<file path="config.mk">
export PLATFORM = sky130hd
export DESIGN_NAME = sprp_queue
export DESIGN_NICKNAME = d
export VERILOG_FILES = /design/src/sv/sprp_pkg.sv /design/src/sv/sprp_queue.sv
export SDC_FILE = /design/constraint.sdc
export NUM_CORES = 1
export LEC_CHECK = 0
export BUFFER_PORTS_ARGS = -buffer_cell sky130_fd_sc_hd__buf_2
export CORE_ASPECT_RATIO = 0.7
export CORE_MARGIN = 3
export CORE_UTILIZATION = 52
export CTS_CLUSTER_SIZE = 10
export DETAILED_ROUTE_END_ITERATION = 10
export HOLD_SLACK_MARGIN = 0.08
export PLACE_DENSITY = 0.8
export SETUP_SLACK_MARGIN = 0.2
export SYNTH_ARGS = -nofsm -noshare
export SYNTH_HDL_FRONTEND = slang
export SYNTH_SLANG_ARGS = --single-unit
export TNS_END_PERCENT = 10
</file>
<file path="constraint.sdc">
create_clock -name clock -period 13.1 [get_ports clock]
set_input_delay 2.62 -clock clock [delete_from_list [all_inputs] [get_ports clock]]
set_output_delay 2.62 -clock clock [all_outputs]
set_load 0.005 [all_outputs]
</file>
<file path="src/sv/sprp_pkg.sv">
// Shared types and constants of the sprite screen projection block.
`default_nettype none
package sprp_pkg;

   // Configuration register indexes.
   typedef enum logic [2:0] {
      CSR_PLAYER_X      = 3'd0,
      CSR_PLAYER_Y      = 3'd1,
      CSR_DIR_COS       = 3'd2,
      CSR_DIR_SIN       = 3'd3,
      CSR_PLANE_X       = 3'd4,
      CSR_PLANE_Y       = 3'd5,
      CSR_SCREEN_WIDTH  = 3'd6,
      CSR_SCREEN_HEIGHT = 3'd7
   } csr_idx_type;

   // Widths of the first division pass.
   localparam int DNUM_W = 46;
   localparam int DDEN_W = 32;

   // Item handed from the front part to the back part.
   typedef struct packed {
      logic [DNUM_W-1:0] dnum_mag;   // |numy| * 2^14
      logic [DDEN_W-1:0] det_mag;
      logic              depth_neg;
      logic              det_zero;
      logic [DNUM_W-1:0] cnum_mag;   // (w/2) * |numx + numy|
      logic [DDEN_W-1:0] numy_mag;
      logic              center_neg;
      logic              numy_zero;
   } item_type;

   // One finished result.
   typedef struct packed {
      logic signed [15:0] end_y;
      logic        [14:0] start_y;
      logic signed [15:0] end_x;
      logic        [14:0] start_x;
      logic signed [15:0] vertical_offset;
      logic        [14:0] sprite_size;
      logic signed [15:0] center_column;
      logic               in_front;
      logic signed [19:0] depth;
   } result_type;

   typedef enum logic [2:0] {
      ST_IDLE,
      ST_DIV1,
      ST_START2,
      ST_DIV2,
      ST_RECT
   } back_state_type;

endpackage
`default_nettype wire

</file>
<file path="src/sv/sprp_queue.sv">
// Two-entry queue between the front and back parts.
`default_nettype none
module sprp_queue (
   input  wire logic               clock,
   input  wire logic               reset,
   input  wire logic               push,
   input  wire sprp_pkg::item_type push_item,
   output logic                    full,
   input  wire logic               pop,
   output logic                    valid,
   output sprp_pkg::item_type      head
);
   sprp_pkg::item_type entry_ff [2];
   logic       wr_ff, wr_in, rd_ff, rd_in;
   logic [1:0] cnt_ff, cnt_in;

   assign full  = (cnt_ff == 2'd2);
   assign valid = (cnt_ff != 2'd0);
   assign head  = entry_ff[rd_ff];

   always_comb begin
      wr_in  = push ? ~wr_ff : wr_ff;
      rd_in  = pop ? ~rd_ff : rd_ff;
      cnt_in = cnt_ff + {1'b0, push} - {1'b0, pop};
   end

   always_ff @(posedge clock) begin
      if (reset) begin
         wr_ff  <= 1'b0;
         rd_ff  <= 1'b0;
         cnt_ff <= 2'd0;
      end else begin
         wr_ff  <= wr_in;
         rd_ff  <= rd_in;
         cnt_ff <= cnt_in;
      end
      if (push) begin
         entry_ff[wr_ff] <= push_item;
      end
   end
endmodule
`default_nettype wire

</file>
# [After elaboration in Yosys (flattened, before gate mapping)]
# Memories as Yosys holds them, arrays and structs flattened. A register that Yosys moved wholly into a read port is not among the register bits.
# Index checks and enable logic that the tools add are counted.
[totals] regBits=4 mem_bits_rw=320 input_bits=164 out_inout_bits=162 word_cells=14 mem_count=1
[op_classes] addsub=2 eq_ne=1 mux=4 bitwise_logic=2 n_reduce_logical=1
[mem_list] memory="entry_ff" words=2 width=160 read_ports=1 rd_clocked_by_memory_dff=1 wr=1 line_no="sprp_queue.sv:13" rtl="sprp_pkg::item_type entry_ff [2];"
[op_table] operator="1-bit two-way mux" n=4
[op_table] operator="2-bit by 1-bit adder with 2-bit output" n=1
[op_table] operator="2-bit == test (second input constant)" n=1
[op_table] operator="1-bit inverter" n=2
[op_table] operator="2-bit nonzero test" n=1
[op_table] operator="2-bit by 1-bit subtractor with 2-bit output" n=1

# [Logic depth before layout (Yosys ltp)]
# Gate-level depths: netlist (run 1).
[logic_depth] word_depth=3 ltp_mapped=6 depth_no_buf=6

# [Worst setup path after synthesis (run 1)]
# Ideal clock, no wire load.
[synth_timing] kind="input to register" startpoint="in push" endpoint="mem entry_ff[0][0] (netlist name), enable pin" setup_ns=0.701 t_arrival_ns=9.535 required_time_ns=12.399 setup_slack_ns=2.864 cell_stages=1 n_path_buf=0 cell_sequence="nor2b_1"
[synth_between] elab_chain_cells=2
[synth_rtl] element="start: declaration" line_no="sprp_queue.sv:6" rtl="input wire logic push,"
[synth_rtl] element="1-bit two-way mux" line_no="sprp_queue.sv:37" rtl="if (push) begin"
[synth_rtl] element="1-bit two-way mux (implied by the code)" line_no="sprp_queue.sv:38" rtl="entry_ff[wr_ff] <= push_item;"
[synth_rtl] element="end: declaration" line_no="sprp_queue.sv:13"
# Every way passes these cells.

==> impl_metrics.ini, run 1 <==
[outcome]
status = completed

[sta]
finClkSkew_ns = 0.0194
slew_headroom_pct = 38.1
setup_viol = 0
worst_pin_slew_ns = 0.926
post-route-period-util_pct = 48.0
report.final.slew_viol_count = 0
fin_setup_tns_ns = 0
grt_setup_unrepaired = no
fmax_ghz = 0.159
finalCriticalPeriod_ns = 6.29
timing.hold.ws_ns = 0.515
hold_viol_final = 0

[critical_path]
end_kind = primary output
crit_path_start_kind = flop
required_ns = 10.48
crit_slowest_cell = dfxtp_4
crit_fanout = 64
crit_chain = buf_4 > buf_4 > mux2_4 > buf_2
cpMostUsedCell = buf_4
max_stage_delay_ns = 0.91
arrival_ns = 3.67
crit_type = flop to primary output

[routing]
drc_errors = 0
dr.pass1.iters = 4
routed_wl_mm = 24.3
ant_nets = 0
via_count = 6117
drt_iter0_drc = 341
wl_per_cell_um = 20.2
detail_route.vias_per_cell = 5.08

[synthesis]
synth_fp_nets = 685
synth_warnings = 0
yosysUniqueCellTypes = 14
yosys.area_share.adder_pct = 0.206
synthSimpleGateAreaFrac_pct = 0.380
synth_top_family_by_area = multiplexers
ys_seq_area_share_pct = 79.8
syn-cell-area_mm2 = 0.0122
synth-xor-area-share_pct = 0.329
synth.area.mux_share_pct = 17.9
ys_seq_elements = 325
syn_area_per_cell_um2 = 23.4
synth_cells = 519
synth_compound_area_share_pct = 0

[cts]
cts_hold_buffers = 0
cts_resized = 0
cts_buffer_depth = 3
cts_setup_buffers = 0
insertion_delay_ns = 0.49
cts_buffers = 38
path_clk_slew_ns = 0.05
clock-sinks = 325
cts_tree = yes
htree_levels = 2
root_buffer = clkbuf_16

[placed_design]
io_buffer_count = 325
hpwl_mm = 16.3
placedCellCount = 1144
gp_congestion = 0.739
place_area_mm2 = 0.0141

[final_layout]
layout_common_cells = 325 x buf_2, 320 x edfxtp_1, 100 x mux2_4
fin_nets = 1038
regArea_mm2 = 0.00971
multi_input_area_mm2 = 0.00230
area_growth_pct = 24.9
instances_no_fill = 1204
final_common_cell = buf_2
fill_cells = 1510
fin_area_mm2 = 0.0152
drive_gt1_share_pct = 60.4

[floorplanning]
ios = 326
num_rows = 46
initial_utilization_pct = 53.3
die-area_mm2 = 0.0253
fp.dieH_um = 134
core_area_mm2 = 0.0228
fp.dieW_um = 189

[grt]
grt_start_max_net_pins = 66
use_met2_pct = 29.3
grt.busiest_layer = met2
grt_pass1_wl_mm = 36.4
grtUsageMet3_pct = 7.81
grt_pass1_vias = 6408
grt_usage_pct = 18.8
globalRouteMet1Util_pct = 24.3
grt_antenna_before_repair = 7
overflow = 0

[pwr]
powerDensity_mw_per_mm2 = 160
vdd_drop_max_mv = 0.116
p_leak_nw = 5.93

[hold_path]
hold_class = flop to flop

[flow_run]
drv_cap = 0
path summary, 6_finish.rpt:
kind              start          endpoint  slack [ns]  cells past startpoint
setup / recovery   flop          head[88]        6.81                      4
hold / removal    rd_ff             rd_ff        0.52                      2
setup reg to reg  wr_ff  entry_ff[0][138]       10.75                      2
hold reg to reg   rd_ff             rd_ff        0.52                      2
flip-flops by register name (all words and copies together), names as in the netlist, named ones only:
signal	cells
cnt_ff	2
rd_ff	1
entry_ff	320
wr_ff	1
stage by stage:
stage          total power [mW]  utilization (%)  setup WS [ns]
2_1_floorplan              1.41                -           2.86
3_3_place_gp               1.50             61.6           7.29
3_5_place_dp               1.51             61.6           7.28
4_1_cts                    2.46             66.5           6.74
5_1_grt                    2.52             66.5           6.58
6_report                   2.43             66.5           6.81
cell families (layout without fill, tap and decap cells):
kind of cell	Yosys count	in the layout
buffers and inverters	20	390
flip-flops	325	325
multiplexers	160	160
adder cells (fa/ha/maj)	2	2
AND/OR/NAND/NOR	9	9
XOR/XNOR	3	3
other	0	3
cell type report:
| cell class | count | share of cell area [%] |
|---|---|---|
| Sequential cell | 325 | 63.9 |
| Multi-Input combinational cell | 174 | 15.1 |
| Timing Repair Buffer | 331 | 11.0 |
| Clock buffer | 56 | 7.12 |
| Tap cell | 312 | 2.57 |
| Clock inverter | 1 | 0.198 |
| Inverter | 2 | 0.0494 |
| Antenna cell | 3 | 0.0494 |
power by group:
group | leakage, nW | internal (mW) | switching [mW]
clock | 0.537 | 0.583 | 0.361
combinational | 2.35 | 0.135 | 0.111
sequential | 3.05 | 1.22 | 0.0249
total | 5.93 | 1.94 | 0.496
routing by layer:
layer  vias to the layer above  routed length [um]
li1                       2774                   -
met1                      2975                9800
met2                       302               11300
met3                        56                2550
met4                        10                 565
met5                         -                  56
synth_stat cells:
cell / n / area share, %
xnor3_1: 1 / 0.19
inv_1: 2 / 0.062
or2_2: 1 / 0.051
nor2_1: 4 / 0.12
mux2_4: 100 / 12
nor2b_1: 3 / 0.15
mux2_2: 60 / 5.6
buf_2: 6 / 0.25
and2_1: 1 / 0.051
ha_1: 2 / 0.21
edfxtp_1: 320 / 79
dfxtp_1: 5 / 0.82
xnor2_1: 2 / 0.14
buf_6: 12 / 1.1
worst max-delay path, delay by kind of cell (launching register included):
family / cells / cell delay, ns
flip-flops: 1 / 0.91
buffers and inverters: 3 / 1.77
multiplexers: 1 / 0.36
Note: power is estimated with default switching activity, not from simulation.
==> run 2, diff against run 1 <==
clock period = 6.5 ns   (was 13.1 ns; I/O delays follow)
==> run 2 against run 1 <==
Combinational power rose by 110%. Cell area fell by 0.22%. Critical path type unchanged. Critical endpoint is now head[16]. Wire length is 3.2% lower. Critical path depth is 1 lower. Global-route usage down 0.72 points. Flip-flop and latch count unchanged. Sequential share of layout area rose by 0.14 points. Sequential power grew 100%. Clock power up 95%.
==> impl_metrics.ini, run 2 (synthesis results as in run 1) <==
[floorplanning]
fp.dieW_um = 189
initial_utilization_pct = 53.3
core_area_mm2 = 0.0228
die-area_mm2 = 0.0253
fp.dieH_um = 134
num_rows = 46
ios = 326

[grt]
grtUsageMet3_pct = 7.65
overflow = 0
grt_start_max_net_pins = 94
grt_pass1_vias = 6448
grt.busiest_layer = met2
grt_usage_pct = 18.1
grt_pass1_wl_mm = 35.4
globalRouteMet1Util_pct = 22.6
grt_antenna_before_repair = 10
use_met2_pct = 29.3

[critical_path]
required_ns = 5.20
ff2ff_path_depth = 2
max_stage_delay_ns = 0.75
crit_fanout = 67
crit_chain = buf_4 > mux2_2 > buf_2
cp_num_buf_inv = 2
crit_slowest_cell = buf_4
cp_top_family = buffers and inverters
arrival_ns = 2.26
crit_path_start_kind = flop
end_kind = primary output
crit_type = flop to primary output
rrSetupSlack_ns = 4.29
cp.depth = 3

[sta]
setup_viol = 0
grt_setup_unrepaired = no
fin_setup_tns_ns = 0
post-route-period-util_pct = 54.7
slew_headroom_pct = 27.4
finalCriticalPeriod_ns = 3.56
fmax_ghz = 0.281
finClkSkew_ns = 0.00977
worst_pin_slew_ns = 1.09
report.final.slew_viol_count = 0
hold_viol_final = 0

[routing]
routed_wl_mm = 23.5
wl_per_cell_um = 19.7
ant_nets = 0
drc_errors = 0
detail_route.vias_per_cell = 5.11
dr.pass1.iters = 4
via_count = 6104
drt_iter0_drc = 293

[pwr]
powerDensity_mw_per_mm2 = 319
finalPower_mw = 4.84
vdd_drop_max_mv = 0.273
p_leak_nw = 5.91

[final_layout]
reg.largest.list = entry_ff (320), cnt_ff (2)
final_common_cell = buf_2
drive_gt1_share_pct = 60.8
fill_cells = 1521
regMostFlops = entry_ff
area_growth_pct = 24.6
largest_reg_flops = 320
layout_common_cells = 325 x buf_2, 320 x edfxtp_1, 100 x mux2_4
fin_nets = 1037

[cts]
cts_resized = 0
clock-sinks = 325
cts_buffer_depth = 3
cts_setup_buffers = 0
insertion_delay_ns = 0.49
cts_tree = yes
path_clk_slew_ns = 0.05
htree_levels = 2
cts_hold_buffers = 0
cts_buffers = 38
root_buffer = clkbuf_16

[placed_design]
gp_congestion = 0.730
hpwl_mm = 15.6
io_buffer_count = 325

[flow_run]
drv_cap = 0

[hold_path]
hold_class = flop to flop
worstHoldPathCells = 2

[outcome]
status = completed
==> run 2: cell count changes in the layout (fill, tap and decap cells not counted), sizes merged <==
cell      previous run  this run
clkbuf              56        49
buf                331       330
clkinvlp             0         1
bufinv               1         0
diode                3         2
==> run 2: final timing paths <==
check	endpoint	startpoint
worst max-delay path	head[16]	flop
worst max register to register	entry_ff[0][130]	wr_ff
worst min-delay path	rd_ff	rd_ff
worst min register to register	rd_ff	rd_ff
==> run 2: metrics by stage <==
step / worst slack (ns) / hold slack (ns) / cells / util (%) / instance area (um^2)
global placement: 3.20 / 0.496 / 1143 / 61.7 / 14100
floorplan: 0.592 / 0.480 / 519 / - / 12200
detailed placement: 3.16 / 0.507 / 1143 / 61.7 / 14100
CTS: 2.91 / 0.520 / 1193 / 66.4 / 15200
finish: 2.94 / 0.519 / 1195 / 66.4 / 15200
global route: 2.84 / 0.546 / 1195 / 66.4 / 15200
==> run 2: metal layers <==
| layer | part of all wire [%] | wire (um) |
|---|---|---|
| met3 | 11 | 2490 |
| met1 | 39 | 9280 |
| met2 | 48 | 11200 |
| met4 | 2.0 | 479 |
| met5 | 0.32 | 76 |
==> run 2: power by group <==
group          switching, mW  internal (mW)
clock network          0.716           1.12
logic                  0.242          0.275
registers             0.0318           2.45
total                  0.989           3.85
==> run 2: area by class of cell <==
| type | instances | area, um^2 | share of cell area, % |
|---|---|---|---|
| Tap cell | 312 | 390 | 2.57 |
| Multi-Input combinational cell | 174 | 2300 | 15.2 |
| Clock buffer | 49 | 1060 | 6.96 |
| Inverter | 2 | 7.51 | 0.0495 |
| Antenna cell | 2 | 5.00 | 0.0330 |
| Clock inverter | 1 | 7.51 | 0.0495 |
| Timing Repair Buffer | 330 | 1690 | 11.1 |
| Sequential cell | 325 | 9710 | 64.0 |
==> run 2: worst reg2reg max path: stages, from the launching register on <==
cell and delay, ns:
dfxtp_1 0.35, nor2b_4 0.47, buf_4 0.88
==> run 3, diff against run 2 <==
ABC_AREA = 1   (was not set)
CORE_UTILIZATION = 47   (was 52)
PLACE_DENSITY = 0.76   (was 0.8)
clock period = 3.1 ns   (was 6.5 ns; I/O delays follow)
==> run 3 against run 2 <==
Sequential share of layout area down 0.52 points. Sequential power increased by 110%. Critical endpoint is now head[58]. Largest cell class unchanged. Register-to-register slack got worse by 2.7 ns. Die area is 10% higher.
==> impl_metrics.ini, run 3 <==
[floorplanning]
die-area_mm2 = 0.0279
core_area_mm2 = 0.0250
initial_utilization_pct = 48.6
fp.dieW_um = 198
ios = 326
num_rows = 48
fp.dieH_um = 141

[synthesis]
ys_seq_area_share_pct = 79.7
synth_cells = 529
synth_area_leaders = edfxtp_1 79%, mux2_4 12%, mux2_2 5.5%
syn-cell-area_mm2 = 0.0122
synthTopCellsByCount = 320 x edfxtp_1, 100 x mux2_4, 60 x mux2_2
yosysUniqueCellTypes = 14
synth_top_cell_by_area = edfxtp_1
synth_fp_nets = 695
synth_top_area_share_pct = 78.9
async_reset_ff_share_pct = 0
synth_warnings = 0
syn_area_per_cell_um2 = 23.0
synth.most_common_cell = edfxtp_1
ys_seq_elements = 325
synth_edf_count = 320
ys.flop_type = edfxtp_1

[routing]
drt_iter0_drc = 273
dr.pass1.iters = 4
drc_errors = 0
routed_wl_mm = 24.4
via_count = 6137
ant_nets = 0
wl_per_cell_um = 20.0
detail_route.vias_per_cell = 5.03

[placed_design]
io_buffer_count = 325
gp_congestion = 0.774
hpwl_mm = 16.2
placedCellCount = 1169

[final_layout]
largest_reg_flops = 320
drive_gt1_share_pct = 60.7
instances_no_fill = 1219
layout_common_cells = 325 x buf_2, 320 x edfxtp_1, 100 x mux2_4
reg.largest.list = entry_ff (320), cnt_ff (2)
area_growth_pct = 25.6
regMostFlops = entry_ff
fin_nets = 1050
final_common_cell = buf_2

[sta]
post-route-period-util_pct = 84.7
finClkSkew_ns = 0.00889
report.final.slew_viol_count = 0
worst_pin_slew_ns = 0.535
fmax_ghz = 0.381
setup_viol = 0
hold_viol_final = 0
fin_setup_tns_ns = 0
finalCriticalPeriod_ns = 2.63
grt_setup_unrepaired = no
slew_headroom_pct = 64.3

[hold_path]
hold_class = input port to flop

[critical_path]
required_ns = 2.48
crit_path_start_kind = flop
crit_chain = buf_12 > mux2_2 > buf_2
max_stage_delay_ns = 0.49
crit_fanout = 69
crit_type = flop to primary output
end_kind = primary output
arrival_ns = 2.01
crit_slowest_cell = dfxtp_4

[cts]
cts_tree = yes
clock-sinks = 325
path_clk_slew_ns = 0.05
cts_setup_buffers = 0
insertion_delay_ns = 0.51
cts_buffers = 38
cts_resized = 0
root_buffer = clkbuf_16
cts_buffer_depth = 3
cts_hold_buffers = 0
htree_levels = 2

[grt]
grt_antenna_before_repair = 4
grt_pass1_wl_mm = 35.7
grt_start_max_net_pins = 86
grt_pass1_vias = 6167
overflow = 0
grt_usage_pct = 16.8

[outcome]
status = completed

[pwr]
p_leak_nw = 5.97
powerDensity_mw_per_mm2 = 659
vdd_drop_max_mv = 0.530

[flow_run]
drv_cap = 0
run 3: worst max-delay path: cells and delay by family, from the launching register on:
family | cells | cell delay, ns
multiplexers | 1 | 0.40
flip-flops | 1 | 0.49
buffers and inverters | 2 | 0.47
run 3: path summary, 6_finish.rpt:
kind                            to  depth (start not counted)  slack (ns)     startpoint
setup / recovery          head[58]                          3        0.47           flop
hold / removal     entry_ff[1][15]                          1        0.30  push_item[15]
setup reg to reg  entry_ff[1][150]                          3        1.58          wr_ff
hold reg to reg              rd_ff                          2        0.52          rd_ff
run 3: per-stage QoR:
| step | worst slack (ns) | area (um^2) | power [mW] | hold WS, ns | util [%] |
|---|---|---|---|---|---|
| global route | 0.399 | 15300 | 10.4 | 0.266 | 61.0 |
| global placement | 1.02 | 14200 | 6.26 | 0.495 | 56.8 |
| finish | 0.474 | 15300 | 10.1 | 0.298 | 61.1 |
| detailed placement | 1.01 | 14200 | 6.29 | 0.512 | 56.8 |
| CTS | 0.448 | 15300 | 10.2 | 0.260 | 61.0 |
| floorplan | -0.331 | 12200 | 5.83 | 0.480 | - |
run 3: per-layer routing:
metal	vias up	wire [um]	GRT usage, %
li1	2791	-	-
met1	3036	10300	22.6
met2	259	11300	26.4
met3	45	2270	5.28
met4	6	470	5.02
met5	-	25	0
run 3: power by group:
group / leakage [nW] / total [mW] / internal (mW) / switching [mW]
clock: 0.522 / 3.89 / 2.36 / 1.53
sequential: 3.05 / 5.16 / 5.10 / 0.0647
combinational: 2.40 / 1.02 / 0.547 / 0.475
total: 5.97 / 10.1 / 8.01 / 2.07
run 3: cell type report:
cell class                      instances  area (um^2)
Inverter                                8         46.3
Multi-Input combinational cell        178         2290
Antenna cell                            2         5.00
Timing Repair Buffer                  333         1760
Fill cell                            1802         9750
Clock inverter                          1         5.00
Sequential cell                       325         9710
Tap cell                              325          407
Clock buffer                           47         1060
run 3: kinds of logic after synthesis:
family / Yosys count / synth area share (%)
mux: 160 / 17.9
simple gates: 14 / 0.452
fa+ha+maj: 2 / 0.205
buf+inv: 26 / 1.60
compound gates: 1 / 0.0411
flops: 325 / 79.7
xor+xnor: 1 / 0.0719
