## config.mk

```make
export PLATFORM = sky130hd
export DESIGN_NAME = sprp_back
export DESIGN_NICKNAME = d
export VERILOG_FILES = /design/src/sv/sprp_pkg.sv /design/src/sv/sprp_div.sv /design/src/sv/sprp_back.sv
export SDC_FILE = /design/constraint.sdc
export NUM_CORES = 1
export LEC_CHECK = 0
export ABC_AREA = 0
export BUFFER_PORTS_ARGS = -buffer_cell sky130_fd_sc_hd__buf_2
export CORE_MARGIN = 2
export CORE_UTILIZATION = 55
export CTS_CLUSTER_SIZE = 28
export DETAILED_ROUTE_END_ITERATION = 8
export HOLD_SLACK_MARGIN = 0.1
export PLACE_DENSITY = 0.82
export SETUP_SLACK_MARGIN = 0.02
export SLEW_MARGIN = 20
export SYNTH_ARGS = -nofsm -noshare
export SYNTH_HDL_FRONTEND = slang
export SYNTH_HIERARCHICAL = 1
export SYNTH_SLANG_ARGS = --single-unit
```

## constraint.sdc

```tcl
create_clock -name clock -period 11.2 [get_ports clock]
set_input_delay 0 -clock clock [delete_from_list [all_inputs] [get_ports clock]]
set_output_delay 0 -clock clock [all_outputs]
set_load 0.01 [all_outputs]
```

## src/sv/sprp_pkg.sv

```systemverilog
// Shared types and constants of the sprite screen projection block.
`default_nettype none
package sprp_pkg;

   // Configuration register indexes.
   typedef enum logic [2:0] {
      CSR_PLAYER_X      = 3'd0,
      CSR_PLAYER_Y      = 3'd1,
      CSR_DIR_COS       = 3'd2,
      CSR_DIR_SIN       = 3'd3,
      CSR_PLANE_X       = 3'd4,
      CSR_PLANE_Y       = 3'd5,
      CSR_SCREEN_WIDTH  = 3'd6,
      CSR_SCREEN_HEIGHT = 3'd7
   } csr_idx_type;

   // Widths of the first division pass.
   localparam int DNUM_W = 46;
   localparam int DDEN_W = 32;

   // Item handed from the front part to the back part.
   typedef struct packed {
      logic [DNUM_W-1:0] dnum_mag;   // |numy| * 2^14
      logic [DDEN_W-1:0] det_mag;
      logic              depth_neg;
      logic              det_zero;
      logic [DNUM_W-1:0] cnum_mag;   // (w/2) * |numx + numy|
      logic [DDEN_W-1:0] numy_mag;
      logic              center_neg;
      logic              numy_zero;
   } item_type;

   // One finished result.
   typedef struct packed {
      logic signed [15:0] end_y;
      logic        [14:0] start_y;
      logic signed [15:0] end_x;
      logic        [14:0] start_x;
      logic signed [15:0] vertical_offset;
      logic        [14:0] sprite_size;
      logic signed [15:0] center_column;
      logic               in_front;
      logic signed [19:0] depth;
   } result_type;

   typedef enum logic [2:0] {
      ST_IDLE,
      ST_DIV1,
      ST_START2,
      ST_DIV2,
      ST_RECT
   } back_state_type;

endpackage
`default_nettype wire

```

## src/sv/sprp_div.sv

```systemverilog
// Restoring unsigned divider, one quotient bit per cycle.
`default_nettype none
module sprp_div #(
   parameter int N = 46,
   parameter int M = 32
) (
   input  wire logic         clock,
   input  wire logic         reset,
   input  wire logic         start,
   input  wire logic [N-1:0] dividend,
   input  wire logic [M-1:0] divisor,
   output logic      [N-1:0] quotient,
   output logic              done
);
   localparam int CW = $clog2(N + 1);

   logic          busy_ff, busy_in;
   logic          done_ff, done_in;
   logic [CW-1:0] cnt_ff, cnt_in;
   logic [M-1:0]  rem_ff, rem_in;
   logic [N-1:0]  quo_ff, quo_in;
   logic [M-1:0]  dvs_ff, dvs_in;
   logic [M:0]    rem_sh;
   logic [M+1:0]  diff;
   logic          ge;

   always_comb begin
      rem_sh  = {rem_ff, quo_ff[N-1]};
      diff    = {1'b0, rem_sh} - {2'b00, dvs_ff};
      ge      = ~diff[M+1];
      busy_in = busy_ff;
      done_in = 1'b0;
      cnt_in  = cnt_ff;
      rem_in  = rem_ff;
      quo_in  = quo_ff;
      dvs_in  = dvs_ff;
      if (start) begin
         busy_in = 1'b1;
         cnt_in  = CW'(N);
         rem_in  = '0;
         quo_in  = dividend;
         dvs_in  = divisor;
      end else if (busy_ff) begin
         rem_in = ge ? diff[M-1:0] : rem_sh[M-1:0];
         quo_in = {quo_ff[N-2:0], ge};
         cnt_in = cnt_ff - CW'(1);
         if (cnt_ff == CW'(1)) begin
            busy_in = 1'b0;
            done_in = 1'b1;
         end
      end
   end

   always_ff @(posedge clock) begin
      if (reset) begin
         busy_ff <= 1'b0;
         done_ff <= 1'b0;
         cnt_ff  <= '0;
      end else begin
         busy_ff <= busy_in;
         done_ff <= done_in;
         cnt_ff  <= cnt_in;
      end
      rem_ff <= rem_in;
      quo_ff <= quo_in;
      dvs_ff <= dvs_in;
   end

   assign quotient = quo_ff;
   assign done     = done_ff;
endmodule
`default_nettype wire

```

## src/sv/sprp_back.sv

```systemverilog
// Back part: divisions, saturation, draw rectangle and result register.
`default_nettype none
module sprp_back #(
   parameter int TEX_WIDTH = 64
) (
   input  wire logic               clock,
   input  wire logic               reset,
   input  wire logic               q_valid,
   input  wire sprp_pkg::item_type q_item,
   output logic                    q_pop,
   input  wire logic [12:0]        screen_width,
   input  wire logic [12:0]        screen_height,
   output logic                    rsp_tvalid,
   input  wire logic               rsp_tready,
   output sprp_pkg::result_type    rsp_item
);
   localparam logic [20:0] TEX_NUM = 21'(TEX_WIDTH * 256);

   sprp_pkg::back_state_type state_ff, state_in;
   logic        valid_ff, valid_in;
   sprp_pkg::result_type res_ff, res_in;
   logic        dneg_ff, dneg_in, cneg_ff, cneg_in, dz_ff, dz_in, nz_ff, nz_in;
   logic signed [19:0] depth_ff, depth_in;
   logic signed [15:0] center_ff, center_in;
   logic [14:0] size_ff, size_in, voff_ff, voff_in;

   logic        start1, start2, done_a, done_b, done_c, done_d;
   logic [45:0] qa, qb;
   logic [20:0] qc, qd;
   logic        out_free;
   logic [13:0] half;
   logic signed [17:0] sty_f, stx_f, enx_f;
   logic [16:0] eny_f;
   logic [15:0] eny_c;
   logic signed [15:0] enx_c;

   sprp_div #(.N(sprp_pkg::DNUM_W), .M(sprp_pkg::DDEN_W)) u_div_depth (
      .clock(clock), .reset(reset), .start(start1),
      .dividend(q_item.dnum_mag), .divisor(q_item.det_mag),
      .quotient(qa), .done(done_a));

   sprp_div #(.N(sprp_pkg::DNUM_W), .M(sprp_pkg::DDEN_W)) u_div_center (
      .clock(clock), .reset(reset), .start(start1),
      .dividend(q_item.cnum_mag), .divisor(q_item.numy_mag),
      .quotient(qb), .done(done_b));

   sprp_div #(.N(21), .M(19)) u_div_size (
      .clock(clock), .reset(reset), .start(start2),
      .dividend({screen_height, 8'h00}), .divisor(depth_ff[18:0]),
      .quotient(qc), .done(done_c));

   sprp_div #(.N(21), .M(19)) u_div_voff (
      .clock(clock), .reset(reset), .start(start2),
      .dividend(TEX_NUM), .divisor(depth_ff[18:0]),
      .quotient(qd), .done(done_d));

   assign out_free   = !valid_ff || rsp_tready;
   assign rsp_tvalid = valid_ff;
   assign rsp_item   = res_ff;

   always_comb begin
      state_in  = state_ff;
      valid_in  = valid_ff && !rsp_tready;
      res_in    = res_ff;
      dneg_in   = dneg_ff;
      cneg_in   = cneg_ff;
      dz_in     = dz_ff;
      nz_in     = nz_ff;
      depth_in  = depth_ff;
      center_in = center_ff;
      size_in   = size_ff;
      voff_in   = voff_ff;
      start1    = 1'b0;
      start2    = 1'b0;
      q_pop     = 1'b0;

      half  = size_ff[14:1];
      sty_f = 18'(screen_height[12:1]) + 18'(voff_ff) - 18'(half);
      eny_f = 17'(screen_height[12:1]) + 17'(half) + 17'(voff_ff);
      stx_f = 18'(center_ff) - 18'(half);
      enx_f = 18'(center_ff) + 18'(half);
      eny_c = (eny_f > 17'd32767) ? 16'd32767 : eny_f[15:0];
      if (eny_c >= {3'b000, screen_height}) begin
         eny_c = {3'b000, screen_height} - 16'd1;
      end
      enx_c = (enx_f > 18'sd32767) ? 16'sd32767 : enx_f[15:0];
      if (enx_c >= $signed({3'b000, screen_width})) begin
         enx_c = $signed({3'b000, screen_width} - 16'd1);
      end

      case (state_ff)
         sprp_pkg::ST_IDLE: begin
            if (q_valid) begin
               q_pop    = 1'b1;
               start1   = 1'b1;
               dneg_in  = q_item.depth_neg;
               cneg_in  = q_item.center_neg;
               dz_in    = q_item.det_zero;
               nz_in    = q_item.numy_zero;
               state_in = sprp_pkg::ST_DIV1;
            end
         end
         sprp_pkg::ST_DIV1: begin
            if (done_a && done_b) begin
               if (dz_ff) begin
                  depth_in = '0;
               end else if (!dneg_ff) begin
                  depth_in = (qa > 46'd524287) ? 20'sd524287 : $signed(qa[19:0]);
               end else begin
                  depth_in = (qa > 46'd524288) ? -20'sd524288 : -$signed(qa[19:0]);
               end
               if (dz_ff || nz_ff) begin
                  center_in = '0;
               end else if (!cneg_ff) begin
                  center_in = (qb > 46'd32767) ? 16'sd32767 : $signed(qb[15:0]);
               end else begin
                  center_in = (qb > 46'd32768) ? -16'sd32768 : -$signed(qb[15:0]);
               end
               state_in = sprp_pkg::ST_START2;
            end
         end
         sprp_pkg::ST_START2: begin
            if (depth_ff > 20'sd0) begin
               start2   = 1'b1;
               state_in = sprp_pkg::ST_DIV2;
            end else begin
               size_in  = 15'd32767;
               voff_in  = 15'd32767;
               state_in = sprp_pkg::ST_RECT;
            end
         end
         sprp_pkg::ST_DIV2: begin
            if (done_c && done_d) begin
               size_in  = (qc > 21'd32767) ? 15'd32767 : qc[14:0];
               voff_in  = (qd > 21'd32767) ? 15'd32767 : qd[14:0];
               state_in = sprp_pkg::ST_RECT;
            end
         end
         sprp_pkg::ST_RECT: begin
            if (out_free) begin
               valid_in               = 1'b1;
               res_in.depth           = depth_ff;
               res_in.in_front        = (depth_ff > 20'sd0);
               res_in.center_column   = center_ff;
               res_in.sprite_size     = size_ff;
               res_in.vertical_offset = $signed({1'b0, voff_ff});
               res_in.start_y         = sty_f[17] ? 15'd0 :
                                        (sty_f > 18'sd32767) ? 15'd32767 : sty_f[14:0];
               res_in.end_y           = $signed(eny_c);
               res_in.start_x         = stx_f[17] ? 15'd0 :
                                        (stx_f > 18'sd32767) ? 15'd32767 : stx_f[14:0];
               res_in.end_x           = enx_c;
               state_in               = sprp_pkg::ST_IDLE;
            end
         end
         default: state_in = sprp_pkg::ST_IDLE;
      endcase
   end

   always_ff @(posedge clock) begin
      if (reset) begin
         state_ff <= sprp_pkg::ST_IDLE;
         valid_ff <= 1'b0;
      end else begin
         state_ff <= state_in;
         valid_ff <= valid_in;
      end
      res_ff    <= res_in;
      dneg_ff   <= dneg_in;
      cneg_ff   <= cneg_in;
      dz_ff     <= dz_in;
      nz_ff     <= nz_in;
      depth_ff  <= depth_in;
      center_ff <= center_in;
      size_ff   <= size_in;
      voff_ff   <= voff_in;
   end
endmodule
`default_nettype wire

```

# Word-level counts from Yosys, hierarchy flattened
# Cells that the tools add are included.
[word_totals]
ff_bits = 552
latchBits = 0
ram_bits = 0
rom_bits = 0
word_cells = 188
n_memories = 0
[classes]
addsub = 18
mul = 0
div = 0
magnitude_cmp = 13
n_eq_ne = 13
n_shift = 0
muxes = 65
bitwise_logic = 8
reduce_logical = 24
[op_table]
columns = ["cell", "n"]
rows = [
  ["2-to-1 mux 46 bit", 4],
  ["2-to-1 mux 16 bit", 7],
  ["2-to-1 mux 15 bit", 7],
  ["subtractor 33 x 32 -> 34 bit", 2],
  ["2-to-1 mux 32 bit", 2],
  ["2-to-1 mux 20 bit", 3],
  ["one-hot mux 15 bit (2 select lines)", 2],
  ["> comparator 17 x 16 -> 1 bit (second input constant)", 3],
  ["> comparator 46 x 15 -> 1 bit (second input constant)", 1],
  ["> comparator 46 x 16 -> 1 bit (second input constant)", 1],
  ["> comparator 46 x 19 -> 1 bit (second input constant)", 1],
  ["> comparator 46 x 20 -> 1 bit (second input constant)", 1],
  ["> comparator 21 x 15 -> 1 bit (second input constant)", 2],
  ["2-to-1 mux 21 bit", 2],
  ["subtractor 20 x 19 -> 21 bit", 2],
  ["2-to-1 mux 19 bit", 2],
  ["subtractor 13 x 1 -> 14 bit (second input constant)", 2],
  ["2-to-1 mux 6 bit", 4],
  ["2-to-1 mux 1 bit", 22],
  ["> comparator 20 x 1 -> 1 bit (second input constant)", 1],
  ["2-to-1 mux 5 bit", 4],
  ["negation 20 bit", 1],
  ["adder 16 x 15 -> 17 bit", 1],
  ["subtractor 16 x 14 -> 17 bit", 1],
  ["other kinds (29)", 63],
]

# Logic depth before layout (Yosys ltp)
[logic_depth]
ltp_word = 6
ltp_mapped = 24
ltp_nobuf = 23

# Modules after synthesis
# Netlist, hierarchy kept.
[by_module_without_submodules]
columns = ["mod", "instances", "cells_per_inst", "area_per_inst_um2"]
rows = [
  ["sprp_div at u_div_center ...", 2, 604, 6595.1],
  ["sprp_back", 1, 1211, 12967.4],
  ["sprp_div at u_div_size ...", 2, 348, 3684.8],
]

# Least setup slack after synthesis
# OpenSTA, ideal clock, no wires.
[synth_timing]
kind = "register to register"
startpoint = "register state_ff[1]"
endpoint = "register u_div_center.quo_ff[0], in the netlist u_div_center/quotient[0], enable pin"
arrival_time_ns = 9.709
required_time_ns = 10.800
setup_slack_ns = 1.091
path_stages_with_launch = 7
cell_sequence = "dfxtp_1 > clkbuf_1 > nor4b_1 > clkbuf_1 > clkbuf_1 > nor2_1 > inv_1"
[synth_via]
elab_chain_len = 3
[synth_lines]
columns = ["item", "line_no", "rtl"]
rows = [
  ["start: declaration", "sprp_back.sv:19", "sprp_pkg::back_state_type state_ff, state_in;"],
  ["start signal: assignment", "sprp_back.sv:162", "state_ff <= sprp_pkg::ST_IDLE;"],
  ["start signal: assignment", "sprp_back.sv:165", "state_ff <= state_in;"],
  ["logical NOT 3 bit", "n/a", ""],
  ["2-to-1 mux 1 bit", "n/a", ""],
  ["net q_pop", "sprp_back.sv:10", "output logic q_pop,"],
  ["nonzero test 2 bit (no source line)", "n/a", ""],
  ["end signal: assignment", "sprp_div.sv:65", "quo_ff <= quo_in;"],
  ["end: declaration", "sprp_div.sv:21", "logic [N-1:0] quo_ff, quo_in;"],
]
# The timed path passes the listed nets, and every way through them passes these cells.
# A chain may end at the register's enable or synchronous reset.

# Worst setup path after layout
[layout_timing]
startpoint = "register size_ff[2]"
endpoint = "register res_ff (netlist bit rsp_item[129]), data pin"
[layout_via]
elab_chain_len = 6
[layout_lines]
columns = ["item", "line_no", "rtl"]
rows = [
  ["start: declaration", "sprp_back.sv:25", "logic [14:0] size_ff, size_in, voff_ff, voff_in;"],
  ["start signal: assignment", "sprp_back.sv:175", "size_ff <= size_in;"],
  ["adder 12 x 14 -> 15 bit (*)", "sprp_back.sv:79", "eny_f = 17'(screen_height[12:1]) + 17'(half) + 17'(voff_ff);"],
  ["adder 15 x 15 -> 16 bit (*)", "sprp_back.sv:79", ""],
  ["> comparator 16 x 15 -> 1 bit", "sprp_back.sv:82", "eny_c = (eny_f > 17'd32767) ? 16'd32767 : eny_f[15:0];"],
  ["2-to-1 mux 16 bit (*)", "sprp_back.sv:82", ""],
  [">= comparator 16 x 13 -> 1 bit", "sprp_back.sv:83", "if (eny_c >= {3'b000, screen_height}) begin"],
  ["2-to-1 mux 16 bit (*)", "sprp_back.sv:83", ""],
  ["net eny_c[15]", "sprp_back.sv:34", "logic [15:0] eny_c;"],
  ["end signal: assignment", "sprp_back.sv:168", "res_ff <= res_in;"],
  ["end: declaration", "sprp_back.sv:21", "sprp_pkg::result_type res_ff, res_in;"],
]
# The timed path passes the listed nets; every way through them passes the cells marked *.

==> metrics <==
clock buffer count from CTS=60; first-pass GRT wire length=about 140 mm; die area=~0.063 mm2; Most used DFF post-synth=edfxtp_1; Mapped Cells=between 3000 and 4000; Post-synth EDFFs=435; Slew @ Worst Pin=around 1.2 ns; Yosys top cell area share=39.0%; nature of the critical path startpoint=flip-flop; DRT iter0 DRCs=approximately 2600; status=finished clean; Reg clk slew, reported paths=0.06 ns; Simple-Gate Fraction of Synth Area=12.4%; Final Wtd Congestion=1.02; vias per std cell=slightly below 6; Port Buffers=320; leading area contributor after synthesis=edfxtp_1; Finish-stage setup viols=0; PD cells=190 mW/mm2; min Tclk post-route=6.41 ns; Mapped Avg Cell Area=10.8 um2; CTS tree=built; max cap viols=0; IO Count=roughly 320; multiplexer area fraction after synthesis=7.32%; initial cell density of the core=55.5%; DRC=0; clock root cell=clkbuf_16; fraction of layout cells with a size suffix above 1=18.1%; All-Layer GR Usage=27.3%; top cells by area, synth=edfxtp_1 39%, dfxtp_1 8.1%, ha_1 7.6%; non-filler instance count after layout=4525; XOR/XNOR share of the synthesized area=4.34%; WL/cell=19.5 um; Die Ht=251 um; Post-Syn Area=0.0335 mm2; CTS H-tree lvls=2; Async S/R FF share, synth=0%; Req. time, crit path=around 12 ns; Yosys cell types=102; HPWL Detailed=57.5 mm; RSZ-0062 raised after global routing=no; Clock Sinks=about 570; post-cts gate resize count=0; setup TNS=0 ns; Leak Pwr=between 15 and 20 nW; crit share post-route=57.2%; clock skew=0.0299 ns; Final Hold Violating Endpoints=0; Synth Area in Adders=9.46%; most common cell after layout, fill and taps aside=edfxtp_1; most frequent cells in the layout=435 x edfxtp_1, 320 x buf_2, 269 x inv_1; Core Box Area=0.0604 mm2; P&R area growth vs syn=20.7%; Remaining Overflow, GRT=0; Synth Warn #=6; register area share after synthesis=47.1%; initial antenna violation count=5; nets@finish=4110; DRT Wirelength=88.3 mm; largest net degree at the start of global routing=85; largest family of logic cells by synthesized area=compound AO/OA/AOI/OAI gates; IR drop worst, VDD=0.000175 V; placed cells=4140; vias in the first global route=about 26000; Max Fclk=around 160 MHz; CP Capture Type=flip-flop; CP max FO=16; DRT Pass-1 Iters=6; clock tree buffer depth=3; CP arrival=6.77 ns; Slew HR=20.9%; critical path type=flip-flop to flip-flop; Filler cells=about 4300; postcts setup bufs=0; Clock Latency Late Sink=0.63 ns; Slew Viols, Final=0; Die X=251 um; via count=26636; row count=90; HP Class=input port to flip-flop; Final ANT Viol Nets=0; Synth Area in Compound Gates=14.4%; Yosys reg bits=~570; CTS Hold Bufs=264
logic make-up after synthesis:
logic type / after synthesis
muxes: 228
DFF: 571
and+or+nand+nor: 827
buffers and inverters: 403
other: 2
adders and majority gates: 235
AOI/OAI and AO/OA: 683
xor gates and xnor gates: 166
worst paths after layout:
check,slack [ns],cells past startpoint,from,to
setup reg to reg,4.79,24,size_ff[2],rsp_item[129]
hold reg to reg,0.41,0,size_ff[0],rsp_item[37]
setup / recovery,4.79,24,size_ff[2],rsp_item[129]
hold / removal,0.12,2,q_item[22],u_div_center/dvs_ff[20]
synth_stat cells (all sizes together) (9+ instances only):
cell    count
nor2      253
a211oi     87
nor4       27
nand2b     34
a311oi     20
or2        40
o41ai      11
and3       20
o21bai     17
inv       276
dfxtp     136
nand4b     19
o21a       44
o311ai      9
nor2b      23
xnor2     128
o21ai     103
o211ai     21
or3        13
a211o       9
ha        204
a21oi     165
mux2      137
o31ai      32
nor3b      21
fa         31
nand3      70
buf        46
nor4b      15
nand4      16
mux2i      91
edfxtp    435
xor2       38
clkbuf     81
nor3       47
nand2     191
and2        9
a31oi      42
a21o       54
cell type report:
type / count / area (um2) / area share (%)
clock inverter: 42 / 384 / 0.950
tap: 782 / 978 / 2.42
inverter: 276 / 1040 / 2.56
antenna: 6 / 15.0 / 0.0371
sequential: 571 / 15800 / 39.0
multi-input combinational: 2169 / 16200 / 40.1
clock buffer: 72 / 1610 / 3.98
timing repair buffer: 607 / 4420 / 10.9
flip-flops by register name, indices dropped and copies added, names as in the netlist, 6 cells and up:
| name | flops |
|---|---|
| center_ff | 16 |
| voff_ff | 15 |
| u_div_voff/quotient | 21 |
| rsp_item | 129 |
| u_div_voff/dvs_ff | 19 |
| u_div_size/quotient | 21 |
| u_div_depth/cnt_ff | 6 |
| depth_ff | 20 |
| size_ff | 15 |
| u_div_size/dvs_ff | 19 |
| u_div_center/cnt_ff | 6 |
| u_div_center/rem_ff | 32 |
| u_div_depth/quotient | 46 |
| u_div_depth/rem_ff | 32 |
| u_div_size/rem_ff | 19 |
| u_div_voff/rem_ff | 19 |
| u_div_center/quotient | 46 |
| u_div_center/dvs_ff | 32 |
| u_div_depth/dvs_ff | 32 |
power breakdown:
part           switching (mW)  total, mW  internal, mW
Sequential              0.254       2.88          2.63
Clock                   0.873       2.02          1.15
Combinational            1.59       2.80          1.21
routing by layer:
metal  up-vias  share of wire (%)  global-route usage (%)
li1      12511                  -                       -
met5         -                  0                       0
met2      1254                 48                    46.8
met3       236                6.9                    3.62
met1     12635                 41                    34.9
met4         0                4.1                    11.2
metrics by stage:
| step | setup slack, ns | power [mW] | hold slack (ns) | utilization [%] | instance area (um2) |
|---|---|---|---|---|---|
| 2_1_floorplan | 1.09 | 5.02 | 0.0691 | - | 33600 |
| 3_5_place_dp | 5.35 | 5.49 | 0.178 | 59.3 | 35800 |
| 5_1_grt | 4.38 | 8.11 | 0.147 | 67.0 | 40500 |
| 3_3_place_gp | 5.50 | 5.43 | 0.176 | 59.3 | 35800 |
| 4_1_cts | 4.89 | 7.59 | 0.106 | 67.0 | 40400 |
| 6_report | 4.79 | 7.70 | 0.121 | 67.0 | 40500 |
critical path: stages (launching register included):
cell and delay, ns:
edfxtp_1 0.44, inv_1 0.18, fa_1 0.62, inv_1 0.07
ha_1 0.21, inv_1 0.08, fa_1 0.20, nor2b_1 0.05
o21ai_0 0.20, a21oi_1 0.16, o211ai_1 0.24, a21boi_1 0.13
o21a_1 0.18, o211ai_1 0.80, nand3_1 0.15, ha_1 0.34
a21o_1 0.18, a21o_1 0.16, a21oi_1 0.16, nor2b_1 0.06
a2111oi_0 0.41, o211ai_1 0.15, buf_4 0.25, nor4b_1 0.17
dlygate4sd3_1 0.56
Note: power is estimated with default switching activity, not from simulation.
